[config.mk]
export PLATFORM = sky130hd
export DESIGN_NAME = rational_arithmetic_unit_top
export DESIGN_NICKNAME = d
export VERILOG_FILES = /design/src/design/rau_pkg.sv /design/src/design/rau_datapath.sv /design/src/design/rau_ctrl.sv /design/src/design/rational_arithmetic_unit_top.sv
export SDC_FILE = /design/constraint.sdc
export NUM_CORES = 2
export LEC_CHECK = 0
export BUFFER_PORTS_ARGS = -buffer_cell sky130_fd_sc_hd__buf_4
export CAP_MARGIN = 20
export CORE_MARGIN = 1
export CORE_UTILIZATION = 35
export DETAILED_ROUTE_END_ITERATION = 10
export GPL_ROUTABILITY_DRIVEN = 0
export PLACE_DENSITY = 0.61
export SLEW_MARGIN = 15
export SYNTH_ARGS = -nofsm -noshare
export SYNTH_HDL_FRONTEND = slang
export SYNTH_SLANG_ARGS = --single-unit
[constraint.sdc]
create_clock -name clk -period 27.7 [get_ports clk]
set_input_delay 1.385 -clock clk [delete_from_list [all_inputs] [get_ports clk]]
set_output_delay 1.385 -clock clk [all_outputs]
set_load 0.01 [all_outputs]
[src/design/rau_pkg.sv]
// shared types and constants for the rational arithmetic unit
// no dependencies
`default_nettype none
package rau_pkg;
  localparam int unsigned Width = 32;
  localparam int unsigned MagW = 64;

  typedef enum logic [2:0] {
    OP_ADD = 3'd0,
    OP_SUB = 3'd1,
    OP_MUL = 3'd2,
    OP_DIV = 3'd3,
    OP_RCP = 3'd4
  } op_t;

  typedef enum logic [1:0] {
    ST_OK   = 2'd0,
    ST_DIVZ = 2'd1,
    ST_OVF  = 2'd2
  } status_t;

  typedef enum logic [3:0] {
    CMD_NONE  = 4'd0,
    CMD_LOAD  = 4'd1,
    CMD_MUL1  = 4'd2,
    CMD_MUL2  = 4'd3,
    CMD_MUL3  = 4'd4,
    CMD_SUM   = 4'd5,
    CMD_GINIT = 4'd6,
    CMD_DSTEP = 4'd7,
    CMD_GSWAP = 4'd8,
    CMD_QINIT = 4'd9,
    CMD_QSTEP = 4'd10,
    CMD_QNEXT = 4'd11,
    CMD_FIN   = 4'd12
  } cmd_t;

  typedef struct packed {
    cmd_t cmd;
  } ctl_t;

  typedef struct packed {
    logic err;
    logic rem_zero;
    logic div_last;
    logic q_second;
  } sts_t;
endpackage
`default_nettype wire

[src/design/rau_datapath.sv]
// datapath: operand registers, one shared multiplier, bit-serial divider
// depends on rau_pkg
`default_nettype none
module rau_datapath import rau_pkg::*; (
  input  wire logic                clk,
  input  wire ctl_t                ctl,
  input  wire logic [2:0]          op,
  input  wire logic [Width-1:0]    a_num,
  input  wire logic [Width-1:0]    a_den,
  input  wire logic [Width-1:0]    b_num,
  input  wire logic [Width-1:0]    b_den,
  output sts_t                     sts,
  output logic [Width-1:0]         res_num,
  output logic [Width-2:0]         res_den,
  output logic [1:0]               res_status
);
  logic [Width-1:0] anm, adm, bnm, bdm;
  logic ans, ads, bns, bds;
  logic [2:0] opr;
  logic err;
  logic [MagW-1:0] p1, nmag, dmag;
  logic p1n, nneg, dneg;
  logic [MagW-1:0] ga, gb, rem, quo, dvs;
  logic [5:0] cnt;
  logic qsec;

  logic [MagW-1:0] mul_p, rem_sh;
  logic [Width-1:0] mx, my;
  logic [MagW:0] trial;
  logic bneg_eff, ovf, rneg;
  logic [MagW-1:0] lim;

  function automatic logic [Width-1:0] mag(input logic [Width-1:0] v);
    mag = v[Width-1] ? (~v + 1'b1) : v;
  endfunction

  always_comb begin
    mx = anm;
    my = bdm;
    case (ctl.cmd)
      CMD_MUL1: begin
        mx = anm;
        my = (opr == OP_MUL) ? bnm : bdm;
      end
      CMD_MUL2: begin
        mx = (opr == OP_DIV) ? bnm : bnm;
        my = (opr == OP_DIV) ? adm : adm;
      end
      CMD_MUL3: begin
        mx = adm;
        my = (opr == OP_DIV) ? bnm : bdm;
      end
      default: ;
    endcase
  end
  assign mul_p = MagW'(mx) * MagW'(my);
  assign bneg_eff = (opr == OP_SUB) ? (~bns & (bnm != '0)) : bns;
  assign rem_sh = {rem[MagW-2:0], quo[MagW-1]};
  assign trial = {1'b0, rem_sh} - {1'b0, dvs};
  assign lim = MagW'(1) << (Width - 1);
  assign rneg = (nneg != dneg) && (nmag != '0);

  always_comb begin
    ovf = (dmag > lim - 1'b1) || (rneg ? (nmag > lim) : (nmag > lim - 1'b1));
  end

  assign sts.err = err;
  assign sts.rem_zero = (gb == '0);
  assign sts.div_last = (cnt == '0);
  assign sts.q_second = qsec;

  always_ff @(posedge clk) begin
    case (ctl.cmd)
      CMD_LOAD: begin
        opr <= op;
        anm <= mag(a_num); ans <= a_num[Width-1];
        adm <= mag(a_den); ads <= a_den[Width-1];
        bnm <= mag(b_num); bns <= b_num[Width-1];
        bdm <= mag(b_den); bds <= b_den[Width-1];
        err <= (op > OP_RCP) || (a_den == '0) ||
               ((op != OP_RCP) && (b_den == '0)) ||
               ((op == OP_DIV) && (b_num == '0)) ||
               ((op == OP_RCP) && (a_num == '0));
      end
      CMD_MUL1: begin
        p1 <= mul_p;
        p1n <= (opr == OP_MUL) ? (ans ^ bns) : (ans ^ bds);
      end
      CMD_MUL2: begin
        // second cross product for add and subtract
        nmag <= mul_p;
        nneg <= (opr == OP_DIV) ? (bns ^ ads) : (bneg_eff ^ ads);
      end
      CMD_MUL3: begin
        dmag <= mul_p;
        dneg <= (opr == OP_DIV) ? (ads ^ bns) : (ads ^ bds);
        if (opr == OP_MUL || opr == OP_DIV) begin
          nmag <= p1;
          nneg <= p1n;
        end else if (opr == OP_RCP) begin
          nmag <= MagW'(adm); nneg <= ads;
          dmag <= MagW'(anm); dneg <= ans;
        end
      end
      CMD_SUM: begin
        if (opr inside {OP_ADD, OP_SUB}) begin
          if ((p1n & (p1 != '0)) == (nneg & (nmag != '0))) begin
            nmag <= p1 + nmag;
            nneg <= p1n & (p1 != '0);
          end else if (p1 >= nmag) begin
            nmag <= p1 - nmag;
            nneg <= p1n;
          end else begin
            nmag <= nmag - p1;
          end
        end
      end
      CMD_GINIT: begin
        ga <= nmag; gb <= dmag; rem <= '0; quo <= nmag;
        dvs <= dmag; cnt <= 6'(MagW - 1);
      end
      CMD_DSTEP: begin
        // one quotient bit per cycle
        if (!trial[MagW]) begin
          rem <= trial[MagW-1:0];
          quo <= {quo[MagW-2:0], 1'b1};
        end else begin
          rem <= rem_sh;
          quo <= {quo[MagW-2:0], 1'b0};
        end
        cnt <= cnt - 1'b1;
      end
      CMD_GSWAP: begin
        ga <= gb; gb <= rem; rem <= '0; quo <= gb; dvs <= rem;
        cnt <= 6'(MagW - 1);
      end
      CMD_QINIT: begin
        // ga holds the gcd; divide numerator first
        rem <= '0; quo <= nmag; dvs <= ga; qsec <= 1'b0;
        cnt <= 6'(MagW - 1);
      end
      CMD_QNEXT: begin
        nmag <= quo;
        rem <= '0; quo <= dmag; qsec <= 1'b1;
        cnt <= 6'(MagW - 1);
      end
      CMD_QSTEP: begin
        if (!trial[MagW]) begin
          rem <= trial[MagW-1:0];
          quo <= {quo[MagW-2:0], 1'b1};
        end else begin
          rem <= rem_sh;
          quo <= {quo[MagW-2:0], 1'b0};
        end
        cnt <= cnt - 1'b1;
      end
      CMD_FIN: begin
        if (qsec) dmag <= quo;
      end
      default: ;
    endcase
  end

  always_comb begin
    res_num = '0;
    res_den = '0;
    res_status = ST_DIVZ;
    if (!err) begin
      if (ovf) begin
        res_status = ST_OVF;
      end else begin
        res_status = ST_OK;
        res_num = rneg ? Width'(~nmag + 1'b1) : nmag[Width-1:0];
        res_den = dmag[Width-2:0];
      end
    end
  end
endmodule
`default_nettype wire

[src/design/rau_ctrl.sv]
// controller state machine sequencing products, gcd and reduction
// depends on rau_pkg
`default_nettype none
module rau_ctrl import rau_pkg::*; (
  input  wire logic clk,
  input  wire logic rst,
  input  wire logic in_fire,
  input  wire logic out_fire,
  input  wire sts_t sts,
  output ctl_t      ctl,
  output logic      in_rdy,
  output logic      out_vld
);
  typedef enum logic [10:0] {
    S_IDLE  = 11'b00000000001,
    S_MUL1  = 11'b00000000010,
    S_MUL2  = 11'b00000000100,
    S_MUL3  = 11'b00000001000,
    S_SUM   = 11'b00000010000,
    S_GINIT = 11'b00000100000,
    S_GDIV  = 11'b00001000000,
    S_GSWAP = 11'b00010000000,
    S_QDIV  = 11'b00100000000,
    S_QNEXT = 11'b01000000000,
    S_DONE  = 11'b10000000000
  } state_t;

  state_t state, state_next;
  logic gchk;

  always_comb begin
    state_next = state;
    ctl.cmd = CMD_NONE;
    case (state)
      S_IDLE: if (in_fire) begin
        ctl.cmd = CMD_LOAD; state_next = S_MUL1;
      end
      S_MUL1: begin
        ctl.cmd = CMD_MUL1; state_next = sts.err ? S_DONE : S_MUL2;
      end
      S_MUL2: begin ctl.cmd = CMD_MUL2; state_next = S_MUL3; end
      S_MUL3: begin ctl.cmd = CMD_MUL3; state_next = S_SUM; end
      S_SUM: begin ctl.cmd = CMD_SUM; state_next = S_GINIT; end
      S_GINIT: begin ctl.cmd = CMD_GINIT; state_next = S_GDIV; end
      S_GDIV: begin
        ctl.cmd = CMD_DSTEP;
        if (sts.div_last) state_next = S_GSWAP;
      end
      S_GSWAP: begin
        if (sts.rem_zero && gchk) begin
          ctl.cmd = CMD_QINIT; state_next = S_QDIV;
        end else begin
          ctl.cmd = CMD_GSWAP; state_next = S_GDIV;
        end
      end
      S_QDIV: begin
        ctl.cmd = CMD_QSTEP;
        if (sts.div_last) state_next = sts.q_second ? S_DONE : S_QNEXT;
      end
      S_QNEXT: begin ctl.cmd = CMD_QNEXT; state_next = S_QDIV; end
      S_DONE: begin
        if (gchk) ctl.cmd = CMD_FIN;
        if (out_fire) state_next = S_IDLE;
      end
      default: state_next = S_IDLE;
    endcase
  end

  always_ff @(posedge clk) begin
    if (rst) begin
      state <= S_IDLE;
      gchk <= 1'b0;
    end else begin
      state <= state_next;
      if (state == S_GDIV && sts.div_last) gchk <= 1'b1;
      if (state == S_GINIT) gchk <= 1'b0;
      if (state == S_DONE && out_fire) gchk <= 1'b0;
      if (state == S_DONE && gchk) gchk <= 1'b0;
    end
  end

  assign in_rdy = (state == S_IDLE);
  assign out_vld = (state == S_DONE) && !gchk;
endmodule
`default_nettype wire

[src/design/rational_arithmetic_unit_top.sv]
// rational arithmetic unit: one request of one or two fractions to one reduced fraction
// result waits on the 64-step divider, run per euclid division and for each quotient
// a zero denominator, zero divisor or bad op skips the gcd and reports divide by zero
// one request at a time; a new request is taken once the result has been taken
// synchronous active-high reset returns the controller to idle
// depends on rau_pkg, rau_ctrl, rau_datapath
`default_nettype none
module rational_arithmetic_unit_top import rau_pkg::*; (
  input  wire logic         clk,
  input  wire logic         rst,
  input  wire logic         s_tvalid,
  output logic              s_tready,
  input  wire logic [135:0] s_tdata,  // op, a_num, a_den, b_num, b_den, zero pad
  output logic              m_tvalid,
  input  wire logic         m_tready,
  output logic [71:0]       m_tdata   // res_num, res_den, status, zero pad
);
  ctl_t ctl;
  sts_t sts;
  logic [Width-1:0] res_num;
  logic [Width-2:0] res_den;
  logic [1:0] res_status;

  rau_ctrl u_ctrl (
    .clk(clk), .rst(rst),
    .in_fire(s_tvalid & s_tready),
    .out_fire(m_tvalid & m_tready),
    .sts(sts), .ctl(ctl), .in_rdy(s_tready), .out_vld(m_tvalid)
  );

  rau_datapath u_dp (
    .clk(clk), .ctl(ctl),
    .op(s_tdata[2:0]), .a_num(s_tdata[34:3]), .a_den(s_tdata[66:35]),
    .b_num(s_tdata[98:67]), .b_den(s_tdata[130:99]),
    .sts(sts), .res_num(res_num), .res_den(res_den), .res_status(res_status)
  );

  assign m_tdata = {7'b0, res_status, res_den, res_num};

`ifndef SYNTHESIS
  a_not_both: assert property (@(posedge clk) disable iff (rst) !(s_tready && m_tvalid))
    else $error("ready while result pending");
  a_out_holds: assert property (@(posedge clk) disable iff (rst)
    m_tvalid && !m_tready |=> m_tvalid) else $error("result dropped");
  a_status_code: assert property (@(posedge clk) disable iff (rst)
    m_tvalid |-> m_tdata[64:63] != 2'd3) else $error("bad status");
`endif
endmodule
`default_nettype wire

# --- Yosys cells after proc, flatten, opt, wreduce, memory -nomap -nowiden ---
# Index checks and enable logic that the tools add are counted.
word_totals:
  rom_bits: 0
  register_bits: 670
  latch_bits: 0
  elab_cells: 203
  ramBits: 0
  inputBits: 140
  memories: 0
op_classes:
  reduce_logical: 43
  div: 0
  n_mul: 1
  magnitude_cmp: 5
  shift: 0
  eq_ne: 40
  add_sub_neg: 10
  muxes: 59
  bitwise_logic: 16
ops:
  columns: ["operator", "n"]
  rows:
  - ["2-to-1 mux 64 bit", 9]
  - ["one-hot mux 64 bit (2 select lines)", 4]
  - ["one-hot mux 64 bit (4 select lines)", 2]
  - ["one-hot mux 64 bit (3 select lines)", 1]
  - ["2-to-1 mux 31 bit", 6]
  - ["adder 32 x 1 -> 32 bit, second input constant", 5]
  - ["2-to-1 mux 32 bit", 5]
  - ["inverter 32 bit", 5]
  - ["> comparator 64 x 31 -> 1 bit, second input constant", 2]
  - ["zero test 32 bit", 4]
  - ["nonzero test 64 bit", 2]
  - ["subtractor 64 bit", 2]
  - ["one-hot mux 11 bit (11 select lines)", 1]
  - ["one-hot mux 32 bit (3 select lines)", 1]
  - ["2-to-1 mux 11 bit", 6]
  - ["subtractor 64 x 64 -> 65 bit", 1]
  - ["adder 64 bit", 1]
  - [">= comparator 64 bit", 1]
  - ["> comparator 64 x 32 -> 1 bit, second input constant", 1]
  - ["zero test 64 bit", 1]
  - ["multiplier 32 x 32 -> 64 bit", 1]
  - ["one-hot mux 32 bit (2 select lines)", 1]
  - ["one-hot mux 4 bit (11 select lines)", 1]
  - ["nonzero test 32 bit", 1]
  - ["other kinds (48)", 110]

# --- Longest topological paths before layout ---
logic_depth:
  ltp_word: 10
  mapped_depth: 42

# --- Modules after synthesis ---
# Synthesis repeated with hierarchy kept, for this count alone.
unflattened:
  cells_unflattened: 9174
  area_unflattened_um2: 81270.4
modules_own_cells:
  columns: ["module", "seq_area_each_um2", "instances", "area_per_inst_um2", "cells_per_inst"]
  rows:
  - ["rau_datapath", 19759.0, 1, 80333.3, 9045]
  - ["rau_ctrl", 240.2, 1, 868.3, 119]
  - ["rational_arithmetic_unit_top", 0.0, 1, 68.8, 10]

# --- Worst setup path before layout ---
# No wires, ideal clock.
synth_path:
  path_kind: "register -> register"
  startpoint: "register u_ctrl.state[1]"
  endpoint: "register u_dp.nmag[63], data pin"
  period_less_slack_ns: 9.940
  required_time_ns: 27.434
  slack_ns: 17.760
  stages_incl_launch_ff: 39
  arrival_ns: 9.674
  setup_ns: 0.266
  cell_sequence: "dfxtp_1 nor2_1 nand2_1 nor4_1 nand2_1 nor3b_1 clkbuf_1 a21oi_1 clkbuf_1 and2_1 a221oi_1 clkbuf_1 nor2_1 fa_1 fa_1 inv_1 fa_1 fa_1 (+3 left out) fa_1 inv_1 fa_1 inv_1 ha_1 clkbuf_1 a211oi_1 o21ai_1 a41oi_1 nand2b_1 nor3_1 o31ai_1 or4_1 a31o_2 a221oi_1 xnor2_1 nor2_1 a21oi_1"
synth_via:
  elab_chain_len: 8
synth_rtl:
  columns: ["element", "line", "source"]
  rows:
  - ["from (decl)", "rau_ctrl.sv:28", "state_t state, state_next;"]
  - ["from (signal assigned)", "rau_ctrl.sv:74", "state <= state_next;"]
  - ["== test 11 x 1 -> 1 bit", "rau_ctrl.sv:34, rau_ctrl.sv:82", null]
  - ["bitwise AND 1 bit", "rational_arithmetic_unit_top.sv:26", ".in_fire(s_tvalid & s_tready),"]
  - ["2-to-1 mux 1 bit", "rau_ctrl.sv:35", "S_IDLE: if (in_fire) begin"]
  - ["one-hot mux 4 bit (11 select lines) (*)", "rau_ctrl.sv:34", "case (state)"]
  - ["== test 4 x 3 -> 1 bit or == test 4 x 2 -> 1 bit (tied branches)", "rau_datapath.sv:40", "case (ctl.cmd)"]
  - ["one-hot mux 32 bit (3 select lines) or one-hot mux 32 bit (2 select lines) (tied branches)", "rau_datapath.sv:40", null]
  - ["multiplier 32 x 32 -> 64 bit (*)", "rau_datapath.sv:56", "assign mul_p = MagW'(mx) * MagW'(my);"]
  - ["via u_dp.mul_p[63]", "rau_datapath.sv:27", "logic [MagW-1:0] mul_p, rem_sh;"]
  - ["one-hot mux 64 bit (4 select lines) (*)", "rau_datapath.sv:73", "case (ctl.cmd)"]
  - ["to (signal assigned)", "rau_datapath.sv:91", "nmag <= mul_p;"]
  - ["to (signal assigned)", "rau_datapath.sv:98", "nmag <= p1;"]
  - ["to (signal assigned)", "rau_datapath.sv:101", "nmag <= MagW'(adm); nneg <= ads;"]
  - ["to (decl)", "rau_datapath.sv:21", "logic [MagW-1:0] p1, nmag, dmag;"]
# The timed path passes the listed nets; every way through them passes the cells marked *.
# A chain may end at the register's enable or synchronous reset.

# --- Worst setup path after layout ---
layout_path:
  startpoint: "register u_ctrl.state[0]"
  endpoint: "register u_dp.dmag[52], data pin"
layout_via:
  elab_chain_len: 10
layout_rtl:
  columns: ["element", "line", "source"]
  rows:
  - ["== test 11 x 1 -> 1 bit", "rau_ctrl.sv:34, rau_ctrl.sv:82", null]
  - ["bitwise AND 1 bit", "rational_arithmetic_unit_top.sv:26", null]
  - ["2-to-1 mux 1 bit", "rau_ctrl.sv:35", null]
  - ["one-hot mux 4 bit (11 select lines) (*)", "rau_ctrl.sv:34", null]
  - ["== test 4 x 3 -> 1 bit or == test 4 x 2 -> 1 bit (tied branches)", "rau_datapath.sv:40", null]
  - ["one-hot mux 32 bit (3 select lines) or one-hot mux 32 bit (2 select lines) (tied branches)", "rau_datapath.sv:40", null]
  - ["multiplier 32 x 32 -> 64 bit (*)", "rau_datapath.sv:56", null]
  - ["via u_dp.mul_p[52]", "rau_datapath.sv:27", null]
  - ["2-to-1 mux 64 bit", "rau_datapath.sv:100", "end else if (opr == OP_RCP) begin"]
  - ["2-to-1 mux 64 bit (*)", "rau_datapath.sv:97", "if (opr == OP_MUL || opr == OP_DIV) begin"]
  - ["one-hot mux 64 bit (2 select lines) (*)", "rau_datapath.sv:73", null]
  - ["to (signal assigned)", "rau_datapath.sv:95", "dmag <= mul_p;"]
  - ["to (signal assigned)", "rau_datapath.sv:102", "dmag <= MagW'(anm); dneg <= ans;"]
  - ["to (signal assigned)", "rau_datapath.sv:158", "if (qsec) dmag <= quo;"]
  - ["to (decl)", "rau_datapath.sv:21", null]
# Marks and branches as above.

==> results.yml <==
synthesis:
  async_reset_ff_share_pct: 0
  syn_avg_cell_area_um2: 8.734
  netlist.top_cell.by_area: "edfxtp_1"
  syn_area_um2: 80340
  ys_warn_count: 0
  synth_cells: 9199
  synth_edf_count: 658
  synth_top_area_share_pct: 24.59
  synth_flop_cell: "edfxtp_1"
  synth_area_leaders: "edfxtp_1 25%, fa_1 22%, ha_1 8.2%"
  synth_cell_types: 99
  synth_seq_cells: 670
  yosysSeqAreaShare_pct: 24.89
floorplan:
  core.rowCount: 175
  start_util_pct: 35.28
  die-width_um: 481.1
  die_h_um: 481.1
  pin_count: 214
  core_um2: 227700
  die-area_um2: 231500
placed_design:
  place_area_um2: 85230
  io_buffers: 201
  hpwl_mm: 259.4
route:
  ant_nets: 0
  drc: 2
  vias: 72200
  via_per_inst: 5.898
  firstDrtPassIters: 11
  wl_per_cell_um: 26.90
  wl_mm: 329.2
  drt_iter0_drc: 9460
clocking:
  hold_buffers: 0
  htreeDepth: 3
  cts-buffers-inserted: 78
  clock_latency_ps: 760
  cts.sinks: 670
  cts_buffer_depth: 3
  cts_setup_buffers: 0
  clock_tree.root_cell: "clkbuf_16"
  cts_tree: "done"
  clk_pin_slew_ps: 70
  cts_resized: 0
critical_path:
  crit_fanout: 23
  rr_startpoint: "u_ctrl.state[0]$_SDFFE_PP1P_"
  cpPeakStageDelay_ps: 920
  arrival_ps: 12830
  start_kind: "flop"
  r2r-end: "u_dp.dmag[52]$_DFFE_PP_"
  end_kind: "flop"
  r2r_cells: 35
  path_class: "flop to flop"
  r2r_slack_ps: 15430
  crit_path_frequent_cell: "fa_1"
  required_ps: 28260
  cp_slowest_cell: "xnor2_1"
run_status:
  violations: "design-rule violations, max-capacitance violations"
  status: "complete, but fails checks"
sta:
  max_freq_mhz: 81.52
  setup_viol: 0
  finalCriticalPeriod_ps: 12270
  hold_viol: 0
  rsz0062_at_grt: "no"
  setup_tns_ps: 0
  post-route-period-util_pct: 44.28
  drv_slew: 0
  worstMarginPinSlew_ps: 1475
  fin_worst_skew_ps: 72.75
  slew_headroom_pct: 0.9480
final_layout:
  fin_util_pct: 38.63
  multi_input_area_um2: 54400
  syn_to_final_growth_pct: 9.481
  fin_nets: 10700
  drive_above_1_share_pct: 6.611
  nFillCells: 22710
  seq_area_um2: 20000
  fin_area_um2: 87960
hold_path:
  holdCritStartpoint: "u_dp.qsec$_DFFE_PP_"
  whs_path_depth: 1
  hp-class: "flop to flop"
  min_to: "u_ctrl.state[9]$_SDFFE_PP0P_"
global_routing:
  grt_pass1_vias: 70710
  grt_usage_pct: 28.10
  grt_max_degree: 103
  grt_overflow_total: 0
  grt_first_pass_wirelength_mm: 477.3
  antenna_found_initial: 29
flow_run:
  drv_cap: 1
-- state kept, by name (all words and copies together), names as in the netlist, 32 cells and up --
name,count
u_dp.dmag,64
u_dp.rem,64
u_dp.nmag,64
u_dp.bnm,32
u_dp.gb,64
u_dp.ga,64
u_dp.dvs,64
u_dp.p1,64
u_dp.adm,32
u_dp.bdm,32
u_dp.quo,64
u_dp.anm,32
-- placed cells by master, fill, tap and decap left out, drive strengths merged, types with 19 or more instances in the layout --
cell    count
and3       19
a21oi     617
a222oi     55
nand2    1253
or3        44
inv      1164
nand4      77
a31oi      67
diode      34
xor2       52
or2        32
nor3       74
o211ai     31
a221oi     60
a221o      32
a21o      103
buf       362
o21a       21
o41ai      23
nand2b     53
clkinv     35
a22oi     128
nand3      80
mux2i      74
ha        524
and2      102
xnor2     280
a22o       40
a211oi     47
o21bai     71
o31ai      77
clkbuf     91
fa        900
nor2     1137
or4        21
o21ai     429
edfxtp    658
nor4      100
nor2b      45
-- metal layers --
layer | wire (um) | GRT usage [%]
met1 | 118500 | 33.96
met2 | 138800 | 41.33
met3 | 42370 | 9.122
met4 | 29360 | 21.62
met5 | 138 | 0.1450
-- cell usage after synthesis, types with 70 or more instances --
master    count
o21bai_1     70
fa_1        900
inv_1      1152
a21o_1      103
o21ai_0     360
nand2_1    1253
a22oi_1     128
nor3_1       73
clkbuf_1    438
nor4_1       99
nor2_1     1136
nand3_1      80
xnor2_1     279
and2_1       96
nand4_1      77
ha_1        524
edfxtp_1    658
o31ai_1      77
mux2i_1      74
a21oi_1     615
-- per-stage QoR --
stage / worst slack (ps) / std cells / hold WS (ps)
global route: 14970 / 12220 / 488.1
global placement: 16020 / 12060 / 456.3
floorplan: 17760 / 9205 / 418.1
detailed placement: 15870 / 12060 / 438.4
CTS: 15820 / 12200 / 463.8
finish: 15430 / 12240 / 467.7
-- logic make-up (layout without fill, tap and decap cells) --
| family | count (synthesis) | after routing | synth area share [%] |
|---|---|---|---|
| and+or+nand+nor | 3092 | 3092 | 16.62 |
| AOI/OAI and AO/OA | 1930 | 1930 | 15.38 |
| buffers and inverters | 1673 | 1665 | 7.928 |
| adders and majority gates | 1424 | 1424 | 30.59 |
| DFF | 670 | 670 | 24.89 |
| xor gates and xnor gates | 332 | 332 | 3.629 |
| muxes | 77 | 77 | 0.9640 |
| other | 1 | 41 | 0.004668 |
-- critical path: cells and delay by family, from the launching register on --
family	cells	cell delay (ps)
simple gates	10	2420
buf+inv	4	950
flops	1	380
compound gates	11	3030
xor+xnor	1	920
fa+ha+maj	9	4330
-- worst max-delay path by stage --
stage	startpoint	endpoint	slack (ps)	cells past startpoint
after floorplan	u_ctrl.state[1]$_SDFFE_PP0P_	u_dp.nmag[63]$_DFFE_PP_	17760	38
after global placement	u_ctrl.state[0]$_SDFFE_PP1P_	u_dp.dmag[52]$_DFFE_PP_	16020	35
after detailed placement	u_ctrl.state[0]$_SDFFE_PP1P_	u_dp.nmag[52]$_DFFE_PP_	15870	36
after CTS	u_ctrl.state[0]$_SDFFE_PP1P_	u_dp.dmag[52]$_DFFE_PP_	15820	35
after global routing	u_ctrl.state[2]$_SDFFE_PP0P_	u_dp.nmag[52]$_DFFE_PP_	14970	36
final	u_ctrl.state[0]$_SDFFE_PP1P_	u_dp.dmag[52]$_DFFE_PP_	15430	35
-- final cells by class --
class | instances | area share [%]
Clock inverter | 53 | 0.6913
Inverter | 1159 | 4.949
Sequential cell | 670 | 22.74
Timing Repair Buffer | 363 | 3.101
Tap cell | 3009 | 4.280
Clock buffer | 90 | 2.293
Multi-Input combinational cell | 6862 | 61.85
Antenna cell | 34 | 0.09673
Power is left out: the tool's default activity adds up to more than one toggle a clock period on the data nets, which glitch-free logic cannot reach.
